$ cat src/design/sste_pkg.sv
// shared types and constants of the seven-segment text encoder
// no dependencies; compiled before every other design file
package sste_pkg;

  // field widths
  localparam int CHAR_W  = 8;
  localparam int SEG_W   = 8;
  localparam int COUNT_W = 8;
  localparam int CFG_W   = 8;

  // depth of the queue between the classifier and the output stage
  localparam int QUEUE_DEPTH = 2;

  // character codes and pattern masks
  localparam logic [CHAR_W-1:0]  CHAR_END        = 8'h00;
  localparam logic [CHAR_W-1:0]  CHAR_DOT        = 8'h2E;
  localparam logic [SEG_W-1:0]   DP_MASK         = 8'h80;
  localparam logic [SEG_W-1:0]   INVERT_MASK     = 8'hFF;
  localparam logic [SEG_W-1:0]   UNMAPPED        = 8'hFF;
  localparam logic [COUNT_W-1:0] MAX_CHARS_RESET = 8'd8;

  // configuration register indexes
  typedef enum logic [0:0] {
    CFG_INVERT    = 1'b0,
    CFG_MAX_CHARS = 1'b1
  } cfg_idx_e;

  // one queued result, pattern not yet inverted
  typedef struct packed {
    logic [SEG_W-1:0] pattern;
    logic             last;
  } seg_item_t;

endpackage

$ cat src/design/sste_if.sv
// valid/ready channel interfaces: character input and segment output
// depends on sste_pkg for the field widths
interface sste_char_if;
  logic                        valid;
  logic                        ready;
  logic [sste_pkg::CHAR_W-1:0] character;

  modport source (output valid, output character, input ready);
  modport sink   (input valid, input character, output ready);
endinterface

interface sste_seg_if;
  logic                       valid;
  logic                       ready;
  logic [sste_pkg::SEG_W-1:0] segments;
  logic                       last;

  modport source (output valid, output segments, output last, input ready);
  modport sink   (input valid, input segments, input last, output ready);
endinterface

$ cat src/design/sste_front.sv
// front end: accepts characters, maps them to glyphs, merges dots and
// tracks the string count; depends on sste_pkg and sste_if
module sste_front (
  input  logic                         clk_i,
  input  logic                         rst_ni,
  sste_char_if.sink                    char_i,
  input  logic [sste_pkg::COUNT_W-1:0] max_chars_i,
  input  logic                         full_i,
  output logic                         push_o,
  output sste_pkg::seg_item_t          push_item_o
);
  import sste_pkg::*;

  // glyph table, case-sensitive letters first, then folded to upper case
  function automatic logic [SEG_W-1:0] glyph(input logic [CHAR_W-1:0] c);
    logic [CHAR_W-1:0] u;
    logic [SEG_W-1:0]  g;
    begin
      u = (c >= 8'h61 && c <= 8'h7A) ? (c - 8'h20) : c;
      g = UNMAPPED;
      unique case (c)
        8'h30: g = 8'h3F; // 0
        8'h31: g = 8'h06;
        8'h32: g = 8'h5B;
        8'h33: g = 8'h4F;
        8'h34: g = 8'h66;
        8'h35: g = 8'h6D;
        8'h36: g = 8'h7D;
        8'h37: g = 8'h07;
        8'h38: g = 8'h7F;
        8'h39: g = 8'h6F; // 9
        8'h20: g = 8'h00; // space
        8'h2D: g = 8'h40; // minus
        8'h5F: g = 8'h08; // underscore
        8'h43: g = 8'h39; // C
        8'h63: g = 8'h58; // c
        8'h4E: g = 8'h37; // N
        8'h6E: g = 8'h54; // n
        8'h55: g = 8'h3E; // U
        8'h75: g = 8'h1C; // u
        8'h48: g = 8'h76; // H
        8'h68: g = 8'h74; // h
        8'h4F: g = 8'h3F; // O
        8'h6F: g = 8'h5C; // o
        default: begin
          unique case (u)
            8'h41: g = 8'h77; // A
            8'h42: g = 8'h7C; // B
            8'h44: g = 8'h5E; // D
            8'h45: g = 8'h79; // E
            8'h46: g = 8'h71; // F
            8'h50: g = 8'h73; // P
            8'h59: g = 8'h6E; // Y
            8'h4C: g = 8'h38; // L
            8'h54: g = 8'h78; // T
            8'h51: g = 8'h67; // Q
            8'h53: g = 8'h6D; // S
            8'h52: g = 8'h50; // R
            8'h4A: g = 8'h0E; // J
            default: g = UNMAPPED;
          endcase
        end
      endcase
      return g;
    end
  endfunction

  logic               pend_valid_q, pend_valid_d;
  logic [SEG_W-1:0]   pend_pattern_q, pend_pattern_d;
  logic               pend_dot_q, pend_dot_d;
  logic [COUNT_W-1:0] count_q, count_d;
  logic               limit_q, limit_d;
  logic               accept;

  // a character is taken whenever the queue has room
  assign char_i.ready = !full_i;
  assign accept       = char_i.valid && !full_i;

  // classify the accepted character against the held pattern
  always_comb begin
    pend_valid_d        = pend_valid_q;
    pend_pattern_d      = pend_pattern_q;
    pend_dot_d          = pend_dot_q;
    count_d             = count_q;
    limit_d             = limit_q;
    push_o              = 1'b0;
    push_item_o.pattern = pend_pattern_q;
    push_item_o.last    = 1'b0;
    if (accept) begin
      priority if (char_i.character == CHAR_END) begin
        // end of string: flush the held pattern and restart
        push_o           = pend_valid_q;
        push_item_o.last = 1'b1;
        pend_valid_d     = 1'b0;
        pend_dot_d       = 1'b0;
        count_d          = '0;
        limit_d          = 1'b0;
      end else if (limit_q) begin
        // string already at its width: drop the character
        push_o = 1'b0;
      end else if (char_i.character == CHAR_DOT && pend_valid_q && !pend_dot_q) begin
        pend_pattern_d = pend_pattern_q | DP_MASK;
        pend_dot_d     = 1'b1;
      end else if (count_q >= max_chars_i) begin
        limit_d = 1'b1;
      end else begin
        // release the held pattern and hold the new glyph
        push_o         = pend_valid_q;
        pend_valid_d   = 1'b1;
        pend_pattern_d = glyph(char_i.character);
        pend_dot_d     = 1'b0;
        count_d        = count_q + 1'b1;
      end
    end
  end

  // control state
  always_ff @(posedge clk_i or negedge rst_ni) begin
    if (!rst_ni) begin
      pend_valid_q <= 1'b0;
      pend_dot_q   <= 1'b0;
      count_q      <= '0;
      limit_q      <= 1'b0;
    end else begin
      pend_valid_q <= pend_valid_d;
      pend_dot_q   <= pend_dot_d;
      count_q      <= count_d;
      limit_q      <= limit_d;
    end
  end

  // held pattern, qualified by pend_valid_q
  always_ff @(posedge clk_i) begin
    pend_pattern_q <= pend_pattern_d;
  end

endmodule

$ cat src/design/sste_fifo.sv
// short queue of pending results between front end and output stage
// depends on sste_pkg for the item type
module sste_fifo #(
  parameter int Depth = sste_pkg::QUEUE_DEPTH
) (
  input  logic                clk_i,
  input  logic                rst_ni,
  input  logic                push_i,
  input  sste_pkg::seg_item_t push_item_i,
  output logic                full_o,
  input  logic                pop_i,
  output sste_pkg::seg_item_t pop_item_o,
  output logic                empty_o
);
  import sste_pkg::*;

  localparam int PtrW = (Depth > 1) ? $clog2(Depth) : 1;
  localparam int CntW = $clog2(Depth + 1);

  seg_item_t         mem_q [Depth];
  logic [PtrW-1:0]   wr_ptr_q, rd_ptr_q;
  logic [CntW-1:0]   cnt_q, cnt_d;

  assign full_o     = (cnt_q == CntW'(Depth));
  assign empty_o    = (cnt_q == '0);
  assign pop_item_o = mem_q[rd_ptr_q];

  // occupancy update
  always_comb begin
    unique case ({push_i, pop_i})
      2'b10:   cnt_d = cnt_q + 1'b1;
      2'b01:   cnt_d = cnt_q - 1'b1;
      default: cnt_d = cnt_q;
    endcase
  end

  // pointers and count
  always_ff @(posedge clk_i or negedge rst_ni) begin
    if (!rst_ni) begin
      wr_ptr_q <= '0;
      rd_ptr_q <= '0;
      cnt_q    <= '0;
    end else begin
      cnt_q <= cnt_d;
      if (push_i) begin
        wr_ptr_q <= (wr_ptr_q == PtrW'(Depth - 1)) ? '0 : wr_ptr_q + 1'b1;
      end
      if (pop_i) begin
        rd_ptr_q <= (rd_ptr_q == PtrW'(Depth - 1)) ? '0 : rd_ptr_q + 1'b1;
      end
    end
  end

  // entry storage
  always_ff @(posedge clk_i) begin
    if (push_i) begin
      mem_q[wr_ptr_q] <= push_item_i;
    end
  end

endmodule

$ cat src/design/sste_back.sv
// output stage: pops queued results, applies inversion, drives the
// segment channel from a register; depends on sste_pkg and sste_if
module sste_back (
  input  logic                clk_i,
  input  logic                rst_ni,
  input  logic                invert_i,
  input  logic                empty_i,
  input  sste_pkg::seg_item_t pop_item_i,
  output logic                pop_o,
  sste_seg_if.source          seg_o
);
  import sste_pkg::*;

  logic             valid_q;
  logic [SEG_W-1:0] segments_q;
  logic             last_q;

  // refill the output register when it is free or being drained
  assign pop_o = !empty_i && (!valid_q || seg_o.ready);

  assign seg_o.valid    = valid_q;
  assign seg_o.segments = segments_q;
  assign seg_o.last     = last_q;

  // output valid
  always_ff @(posedge clk_i or negedge rst_ni) begin
    if (!rst_ni) begin
      valid_q <= 1'b0;
    end else if (!valid_q || seg_o.ready) begin
      valid_q <= !empty_i;
    end
  end

  // output payload
  always_ff @(posedge clk_i) begin
    if (pop_o) begin
      segments_q <= pop_item_i.pattern ^ (invert_i ? INVERT_MASK : '0);
      last_q     <= pop_item_i.last;
    end
  end

endmodule

$ cat src/design/seven_segment_text_encoder_unit.sv
// Seven-segment text encoder: one character request per clock cycle is
// taken while the result queue has room, and a character that releases a
// pattern offers it on the segment channel through the queue entry, written
// at the accepting edge, and then the output register, loaded once it is free
// or being drained. Each pattern is held one deep and is released only
// when a later character is held in its place or the string ends. With
// the queue at depth two or more the input never stalls while the output
// sink keeps ready high. Configuration is taken one write per cycle; there
// is no clearing pass after reset.
// depends on sste_pkg, sste_if, sste_front, sste_fifo, sste_back
module seven_segment_text_encoder_unit #(
  parameter int QueueDepth = sste_pkg::QUEUE_DEPTH
) (
  input  logic                       clk_i,
  input  logic                       rst_ni,
  sste_char_if.sink                  char_i,
  sste_seg_if.source                 seg_o,
  input  logic                       cfg_we_i,
  input  sste_pkg::cfg_idx_e         cfg_idx_i,
  input  logic [sste_pkg::CFG_W-1:0] cfg_data_i
);
  import sste_pkg::*;

  logic               invert_q;
  logic [COUNT_W-1:0] max_chars_q;
  logic               push, full, pop, empty;
  seg_item_t          push_item, pop_item;

  // configuration registers
  always_ff @(posedge clk_i or negedge rst_ni) begin
    if (!rst_ni) begin
      invert_q    <= 1'b0;
      max_chars_q <= MAX_CHARS_RESET;
    end else if (cfg_we_i) begin
      unique case (cfg_idx_i)
        CFG_INVERT:    invert_q    <= cfg_data_i[0];
        CFG_MAX_CHARS: max_chars_q <= cfg_data_i[COUNT_W-1:0];
      endcase
    end
  end

  // character classifier
  sste_front u_front (
    .clk_i       (clk_i),
    .rst_ni      (rst_ni),
    .char_i      (char_i),
    .max_chars_i (max_chars_q),
    .full_i      (full),
    .push_o      (push),
    .push_item_o (push_item)
  );

  // result queue
  sste_fifo #(
    .Depth (QueueDepth)
  ) u_fifo (
    .clk_i       (clk_i),
    .rst_ni      (rst_ni),
    .push_i      (push),
    .push_item_i (push_item),
    .full_o      (full),
    .pop_i       (pop),
    .pop_item_o  (pop_item),
    .empty_o     (empty)
  );

  // output stage
  sste_back u_back (
    .clk_i      (clk_i),
    .rst_ni     (rst_ni),
    .invert_i   (invert_q),
    .empty_i    (empty),
    .pop_item_i (pop_item),
    .pop_o      (pop),
    .seg_o      (seg_o)
  );

endmodule

$ cat src/flat_wrapper.sv
// flat-port wrapper written by rule: the top's interface ports become plain ports
module seven_segment_text_encoder_unit_flat import sste_pkg::*;
#(
  parameter int QueueDepth = sste_pkg::QUEUE_DEPTH
)
  (clk_i, rst_ni, cfg_we_i, cfg_idx_i, cfg_data_i, char_i_valid, char_i_character, char_i_ready, seg_o_valid, seg_o_segments, seg_o_last, seg_o_ready);
  sste_char_if char_i_i ();
  sste_seg_if seg_o_i ();
  input  logic clk_i;
  input  logic rst_ni;
  input  logic cfg_we_i;
  input  sste_pkg::cfg_idx_e cfg_idx_i;
  input  logic [sste_pkg::CFG_W-1:0] cfg_data_i;
  input wire logic [$bits(char_i_i.valid)-1:0] char_i_valid;
  input wire logic [$bits(char_i_i.character)-1:0] char_i_character;
  output wire logic [$bits(char_i_i.ready)-1:0] char_i_ready;
  output wire logic [$bits(seg_o_i.valid)-1:0] seg_o_valid;
  output wire logic [$bits(seg_o_i.segments)-1:0] seg_o_segments;
  output wire logic [$bits(seg_o_i.last)-1:0] seg_o_last;
  input wire logic [$bits(seg_o_i.ready)-1:0] seg_o_ready;
  assign char_i_i.valid = char_i_valid;
  assign char_i_i.character = char_i_character;
  assign char_i_ready = char_i_i.ready;
  assign seg_o_valid = seg_o_i.valid;
  assign seg_o_segments = seg_o_i.segments;
  assign seg_o_last = seg_o_i.last;
  assign seg_o_i.ready = seg_o_ready;
  seven_segment_text_encoder_unit #(.QueueDepth(QueueDepth)) u_core (.clk_i(clk_i), .rst_ni(rst_ni), .char_i(char_i_i), .seg_o(seg_o_i), .cfg_we_i(cfg_we_i), .cfg_idx_i(cfg_idx_i), .cfg_data_i(cfg_data_i));
endmodule
$ cat config.mk
export PLATFORM = sky130hd
export DESIGN_NAME = seven_segment_text_encoder_unit_flat
export DESIGN_NICKNAME = d
export VERILOG_FILES = /design/src/design/sste_pkg.sv /design/src/design/sste_if.sv /design/src/design/sste_front.sv /design/src/design/sste_fifo.sv /design/src/design/sste_back.sv /design/src/design/seven_segment_text_encoder_unit.sv /design/src/flat_wrapper.sv
export SDC_FILE = /design/constraint.sdc
export NUM_CORES = 1
export LEC_CHECK = 0
export BUFFER_PORTS_ARGS = -buffer_cell sky130_fd_sc_hd__buf_2
export CORE_UTILIZATION = 40
export DETAILED_ROUTE_END_ITERATION = 8
export PLACE_DENSITY_LB_ADDON = 0.1
export SYNTH_ARGS = -nofsm -noshare
export SYNTH_HDL_FRONTEND = slang
export SYNTH_SLANG_ARGS = --single-unit
$ cat constraint.sdc
create_clock -name clk_i -period 3.7 [get_ports clk_i]
set_input_delay 0.37 -clock clk_i [delete_from_list [all_inputs] [get_ports clk_i]]
set_output_delay 0.37 -clock clk_i [all_outputs]
set_load 0.02 [all_outputs]
==> run_results.csv, run 1 <==
group,metric,value,unit
final_layout,fin_nets,435,
cts,clkSlewWorstSetupHoldPaths,70,ps
logic_synthesis,yosysSeqAreaShare,0.4457,
final_layout,antenna_cells,0,
die,die_h,99.02,um
worst_setup_path,arrival,3130,ps
logic_synthesis,synthSimpleGateAreaFrac,0.1861,
timing,worst_slack,834.4,ps
drt,vias_per_cell,5.774,
logic_synthesis,synth_compound_area_frac,0.1815,
logic_synthesis,syn_nets,413,
logic_synthesis,synth_area_leaders,"edfxtp_1, dfrtp_1, a21oi_1",
final_layout,drive_gt1_frac,0.1970,
logic_synthesis,ys.flop_type,"edfxtp_1",
worst_setup_path,r2r_start,"u_core.max_chars_q[3]",
placement,dpl_worst_slack,830.7,ps
power_and_ir_drop,p_leak,1.618,nW
logic_synthesis,synth_top_family_by_area,"simple AND/OR/NAND/NOR gates",
logic_synthesis,syn_inst,379,
logic_synthesis,yosysTopAreaCell,"edfxtp_1",
cts,cts_buffer_depth,2,
logic_synthesis,synth-edff-count,35,
logic_synthesis,synth_fa_ha_area_frac,0.04254,
die,fp-row-count,35,
worst_setup_path,regToRegSetupSlack,830,ps
timing,fmax,349.0,MHz
cts,cts_resized,0,
timing,final_max_slew_viol_count,0,
die,initial_utilization,0.4094,
power_and_ir_drop,power_per_cell_area,567.1,nW/um^2
drt,wire_per_inst,16.42,um
cts,postCtsSetupRepairBufs,0,
logic_synthesis,synth_xor_area_frac,0.03024,
timing,rsz0062_at_grt,"no",
worst_setup_path,crit_path_end,"u_core.u_fifo.cnt_q[1]",
worst_setup_path,reg2reg_depth,11,
final_layout,area_growth,10.07,%
logic_synthesis,async_reset_ff_frac,0.4167,
global_routing,grt_pass1_wl,13580,um
worst_setup_path,crit_type,"reg2reg",
run,maxCapViolCount,0,
worst_setup_path,crit_slowest_cell,"o21ai_1",
placement,dp_hpwl,5909,um
placement,gp_congestion,0.8592,
cts,root_buffer,"clkbuf_8",
logic_synthesis,synthMuxAreaShare,0.05683,
global_routing,globalRouteOverflowTotal,0,
placement,io_buffers,32,
timing,finalHoldViolations,0,
worst_setup_path,slowest_delay,550,ps
global_routing,grt_pass1_vias,2689,
global_routing,grt.total_usage,0.1781,
worst_setup_path,start_kind,"flip-flop",
logic_synthesis,yosys_warnings,0,
global_routing,grt_max_degree,33,
global_routing,antenna_found_initial,0,
power_and_ir_drop,vdd_ir_drop_max,224.2,uV
drt,ant_nets,0,
die,core_area,9196,um^2
drt,first_iter_violations,192,
worst_setup_path,cp_max_fo,12,
cts,htreeDepth,3,
timing,tightestPinTransition,770.1,ps
die,ios,33,
logic_synthesis,yosysMostFrequentCell,"edfxtp_1",
cts,numCtsBuffers,9,
logic_synthesis,ys_types,79,
timing,period_share,0.7745,
die,die-area,9804,um^2
cts,cts_tree,"done",
logic_synthesis,syn_avg_cell_area,9.934,um^2
die,dieWidth,99.02,um
final_layout,fin_util,0.4506,
cts,clock-sinks,60,
worst_setup_path,cp_data_required_time,3960,ps
cts,cts_hold_buf,0,
worst_setup_path,r2r-end,"u_core.u_fifo.cnt_q[1]",
drt,wirelength,8491,um
worst_setup_path,crit_chain,"inv_1, ha_1, and4_1, o21ai_0, o221a_2, o21ai_1, o21ai_0, nand2_1, ha_1, nor2_1, xor2_1",
timing,slew-limit-headroom,0.4847,
logic_synthesis,synth_common_cells,"edfxtp_1, nor2_1, a21oi_1",
timing,setup_viol,0,
logic_synthesis,syn_area,3765,um^2
worst_setup_path,endpoint_kind,"flip-flop",
drt,route.vias.total,2985,
worst_setup_path,crit_start,"u_core.max_chars_q[3]",
min_path,hold_class,"in2async",
logic_synthesis,yosysTopAreaCellShare,0.2792,
cts,clk_latency,340,ps
timing,fin_setup_tns,0,ps
timing,finalClockSkew,8.405,ps
drt,post-route-drc-count,0,
drt,first_pass_iters,5,
timing,post-route-min-period,2866,ps
logic_synthesis,synth-seq-cells,60,
status,status,"complete, no violations",
## power breakdown
| group | switching, mW | total (mW) | internal, mW | leakage, nW |
|---|---|---|---|---|
| Clock | 0.267 | 0.581 | 0.314 | 0.0958 |
| Sequential | 0.122 | 1.05 | 0.932 | 0.613 |
| Combinational | 0.406 | 0.716 | 0.310 | 0.909 |
## final cells by class
cell class	count	area, um^2
fillers	887	5052
multi-input cells	277	1872
flip-flops and latches	60	1678
repair buffers	35	182.7
well taps	111	138.9
clock buffers	9	123.9
clock inverters	7	76.32
inverters	18	72.57
## sequential cells by signal, indices dropped and copies added, names as in the netlist, 2 cells and up
register	flops
u_core.max_chars_q	8
u_core.u_back.seg_o.segments	8
u_core.u_fifo.cnt_q	2
u_core.u_fifo.mem_q	18
u_core.u_front.count_q	8
u_core.u_front.pend_pattern_q	8
## kinds of logic after synthesis
| family | Yosys count |
|---|---|
| muxes | 20 |
| xor gates and xnor gates | 13 |
| DFF | 60 |
| AOI/OAI and AO/OA | 101 |
| buffers and inverters | 42 |
| and+or+nand+nor | 130 |
| adders and majority gates | 13 |
## how the worst min path moves through the flow
stage / from / end / slack (ps) / cells after the start
4_1_cts: rst_ni / u_core.invert_q / 30 / 1
3_3_place_gp: rst_ni / u_core.u_back.seg_o.valid / 410 / 1
5_1_grt: rst_ni / u_core.invert_q / 50 / 1
3_5_place_dp: rst_ni / u_core.invert_q / 410 / 1
6_report: rst_ni / u_core.invert_q / 20 / 1
2_1_floorplan: rst_ni / u_core.invert_q / 70 / 0
## metrics by stage
| stage | hold WS [ps] | cell area (um^2) | power, mW | std cells |
|---|---|---|---|---|
| final | 23.34 | 4144 | 2.350 | 517 |
| after global routing | 53.74 | 4144 | 2.501 | 517 |
| after floorplan | 74.41 | 3765 | 1.599 | 379 |
| after global placement | 412.6 | 3944 | 1.781 | 501 |
| after CTS | 31.81 | 4144 | 2.383 | 517 |
| after detailed placement | 406.6 | 3944 | 1.791 | 501 |
## layout by cell type (no fill, tap or decap), drive strengths merged, types with 4 or more instances in the layout
cell type / instances
nor3: 6
nand2: 28
clkinv: 5
clkbuf: 9
ha: 12
nand2b: 8
edfxtp: 35
o22ai: 5
mux2i: 9
inv: 17
nand4: 6
dfrtp: 24
and3: 6
xnor2: 11
and2: 4
a21oi: 31
mux2: 11
buf: 35
nand3: 11
nor2: 33
nor2b: 9
o21ai: 21
## critical path: cells and delay by family, from the launching register on
family / cells / cell delay (ps)
DFF: 1 / 530
AOI/OAI and AO/OA: 4 / 1150
xor gates and xnor gates: 1 / 140
adders and majority gates: 2 / 510
buffers and inverters: 1 / 40
and+or+nand+nor: 3 / 420
## per-layer routing
| layer | GRT usage | vias up | routed length (um) |
|---|---|---|---|
| met5 | 0 | - | 0 |
| met4 | 0.07118 | 0 | 74 |
| met3 | 0.03191 | 6 | 492 |
| met2 | 0.2754 | 114 | 3948 |
| met1 | 0.2474 | 1415 | 3975 |
| li1 | - | 1450 | - |
(Power assumes the default switching activity.)
==> run 2: changes to the inputs <==
==> constraint.sdc (replaced) <==
create_clock -name clk_i -period 2.75 [get_ports clk_i]
set_input_delay 0.275 -clock clk_i [delete_from_list [all_inputs] [get_ports clk_i]]
set_output_delay 0.275 -clock clk_i [all_outputs]
set_load 0.02 [all_outputs]
==> run 2 against run 1 <==
Effect of this change:
- count of clock-buffer cells in the layout did not move
- cell area rose by 3.0%
- register-to-register slack got worse by 560 ps
- critical path depth fell by 2
- clock skew fell by 1.7 ps
==> run_results.csv, run 2 (synthesis gave the netlist of run 1 again) <==
group,metric,value,unit
final_layout,final_cells,530,
die,core_area,9196,um^2
final_layout,drive_gt1_frac,0.2196,
worst_setup_path,cp_data_required_time,2800,ps
cts,postCtsSetupRepairBufs,0,
final_layout,mostFrequentLayoutCells,"edfxtp_1, buf_2, nor2_1, a21oi_1, nand2_1",
die,ios,33,
global_routing,grt_max_degree,31,
final_layout,largest_reg_flops,18,
power_and_ir_drop,sequentialPowerShare,0.428,
final_layout,antenna_cells,0,
placement,dp_hpwl,5963,um
worst_setup_path,endpoint_kind,"flip-flop",
drt,ant_nets,0,
drt,first_pass_iters,5,
placement,gp_congestion,0.9421,
power_and_ir_drop,power.internal,2.208,mW
timing,fmax,403.2,MHz
global_routing,antenna_found_initial,0,
die,dieWidth,99.02,um
cts,clkSlewWorstSetupHoldPaths,70,ps
final_layout,final_common_cell,"edfxtp_1",
timing,finalClockSkew,6.659,ps
final_layout,area_growth,13.36,%
status,status,"complete, no violations",
die,initial_utilization,0.4094,
global_routing,grt.total_usage,0.1834,
placement,place_area,4034,um^2
global_routing,grt_util_met3,0.04043,
power_and_ir_drop,p_leak,1.687,nW
drt,vias_per_cell,5.585,
global_routing,met2_usage,0.2711,
min_path,hold_class,"in2reg",
cts,cts_tree,"done",
global_routing,grt_pass1_vias,2711,
timing,rsz0062_at_grt,"no",
power_and_ir_drop,pwr-share-comb,0.303,
timing,tightestPinTransition,603.8,ps
worst_setup_path,crit_type,"reg2reg",
final_layout,design_area,4268,um^2
placement,io_buffers,32,
power_and_ir_drop,power_per_cell_area,770.3,nW/um^2
cts,numCtsBuffers,9,
drt,post-route-drc-count,0,
timing,period_share,0.9020,
final_layout,regMostFlops,"u_core.u_fifo.mem_q",
final_layout,fin_nets,448,
die,die-area,9804,um^2
global_routing,met1_usage,0.2616,
run,maxCapViolCount,0,
cts,clock-sinks,60,
drt,wirelength,8400,um
timing,setup_viol,0,
cts,clk_latency,340,ps
worst_setup_path,start_kind,"flip-flop",
timing,finalHoldViolations,0,
placement,placed_cells,513,
power_and_ir_drop,p_switching,1.079,mW
timing,final_max_slew_viol_count,0,
drt,wire_per_inst,15.85,um
placement,dpl_worst_slack,273.9,ps
timing,hold_ws,121.5,ps
cts,cts_buffer_depth,2,
global_routing,grt.busiest_layer,"met2",
worst_setup_path,arrival,2530,ps
die,die_h,99.02,um
timing,post-route-min-period,2480,ps
timing,worst_slack,269.6,ps
drt,first_iter_violations,195,
power_and_ir_drop,swShare,0.3284,
cts,htreeDepth,3,
power_and_ir_drop,p_clk_frac,0.268,
timing,slew-limit-headroom,0.5962,
global_routing,globalRouteOverflowTotal,0,
worst_setup_path,cp_max_fo,11,
power_and_ir_drop,vdd_ir_drop_max,324.1,uV
global_routing,grt_pass1_wl,13990,um
die,fp-row-count,35,
cts,root_buffer,"clkbuf_8",
drt,route.vias.total,2960,
timing,fin_setup_tns,0,ps
[run 2: routing by layer]
metal / wire, um / share of wire
met1: 4174 / 0.50
met2: 3657 / 0.44
met3: 439 / 0.052
met4: 128 / 0.015
met5: 0 / 0
[run 2: per-stage QoR]
step | power, mW | util
2_1_floorplan | 2.152 | -
3_3_place_gp | 2.414 | 0.4386
3_5_place_dp | 2.429 | 0.4386
4_1_cts | 3.324 | 0.4641
5_1_grt | 3.515 | 0.4641
6_report | 3.287 | 0.4641
[run 2: worst max-delay path, stage by stage (launching register included)]
cell and delay [ps]:
dfrtp_1 380, inv_1 80, ha_1 280, nand2b_1 140, a211oi_1 240, o221a_2 260
o21ai_1 80, buf_4 190, nor2_1 300, buf_4 230
[run 2: final timing paths]
path	slack (ps)	end	depth (start not counted)	start
max	270	u_core.u_front.pend_pattern_q[2]	9	u_core.u_front.count_q[0]
min	120	u_core.u_back.seg_o.valid	2	seg_o_ready
max reg2reg	270	u_core.u_front.pend_pattern_q[2]	9	u_core.u_front.count_q[0]
min reg2reg	450	u_core.u_fifo.mem_q[1][4]	0	u_core.u_front.pend_pattern_q[3]
max in group asynchronous	1880	u_core.u_front.count_q[2]	2	rst_ni
min in group asynchronous	470	u_core.u_back.seg_o.valid	2	rst_ni
[run 2: what timing repair did]
action	in CTS	in global routing
endpoints found under the setup margin	0	1
hold buffers	1	0
hold endpoints to repair	24	0
gates resized for setup	0	1
[run 2: power groups by stage]
stage | clock network (mW) | registers [mW] | logic, mW
CTS | 0.909 | 1.41 | 1.00
finish | 0.882 | 1.41 | 0.997
global route | 0.959 | 1.44 | 1.11
detailed placement | 0 | 1.43 | 1.00
floorplan | 0 | 1.46 | 0.693
global placement | 0 | 1.43 | 0.987
[run 2: area by class of cell]
type | count | area, um^2
fillers | 880 | 4928
multi-input cells | 277 | 1872
flip-flops and latches | 60 | 1678
repair buffers | 48 | 282.8
well taps | 111 | 138.9
clock buffers | 9 | 123.9
clock inverters | 7 | 100.1
inverters | 18 | 72.57
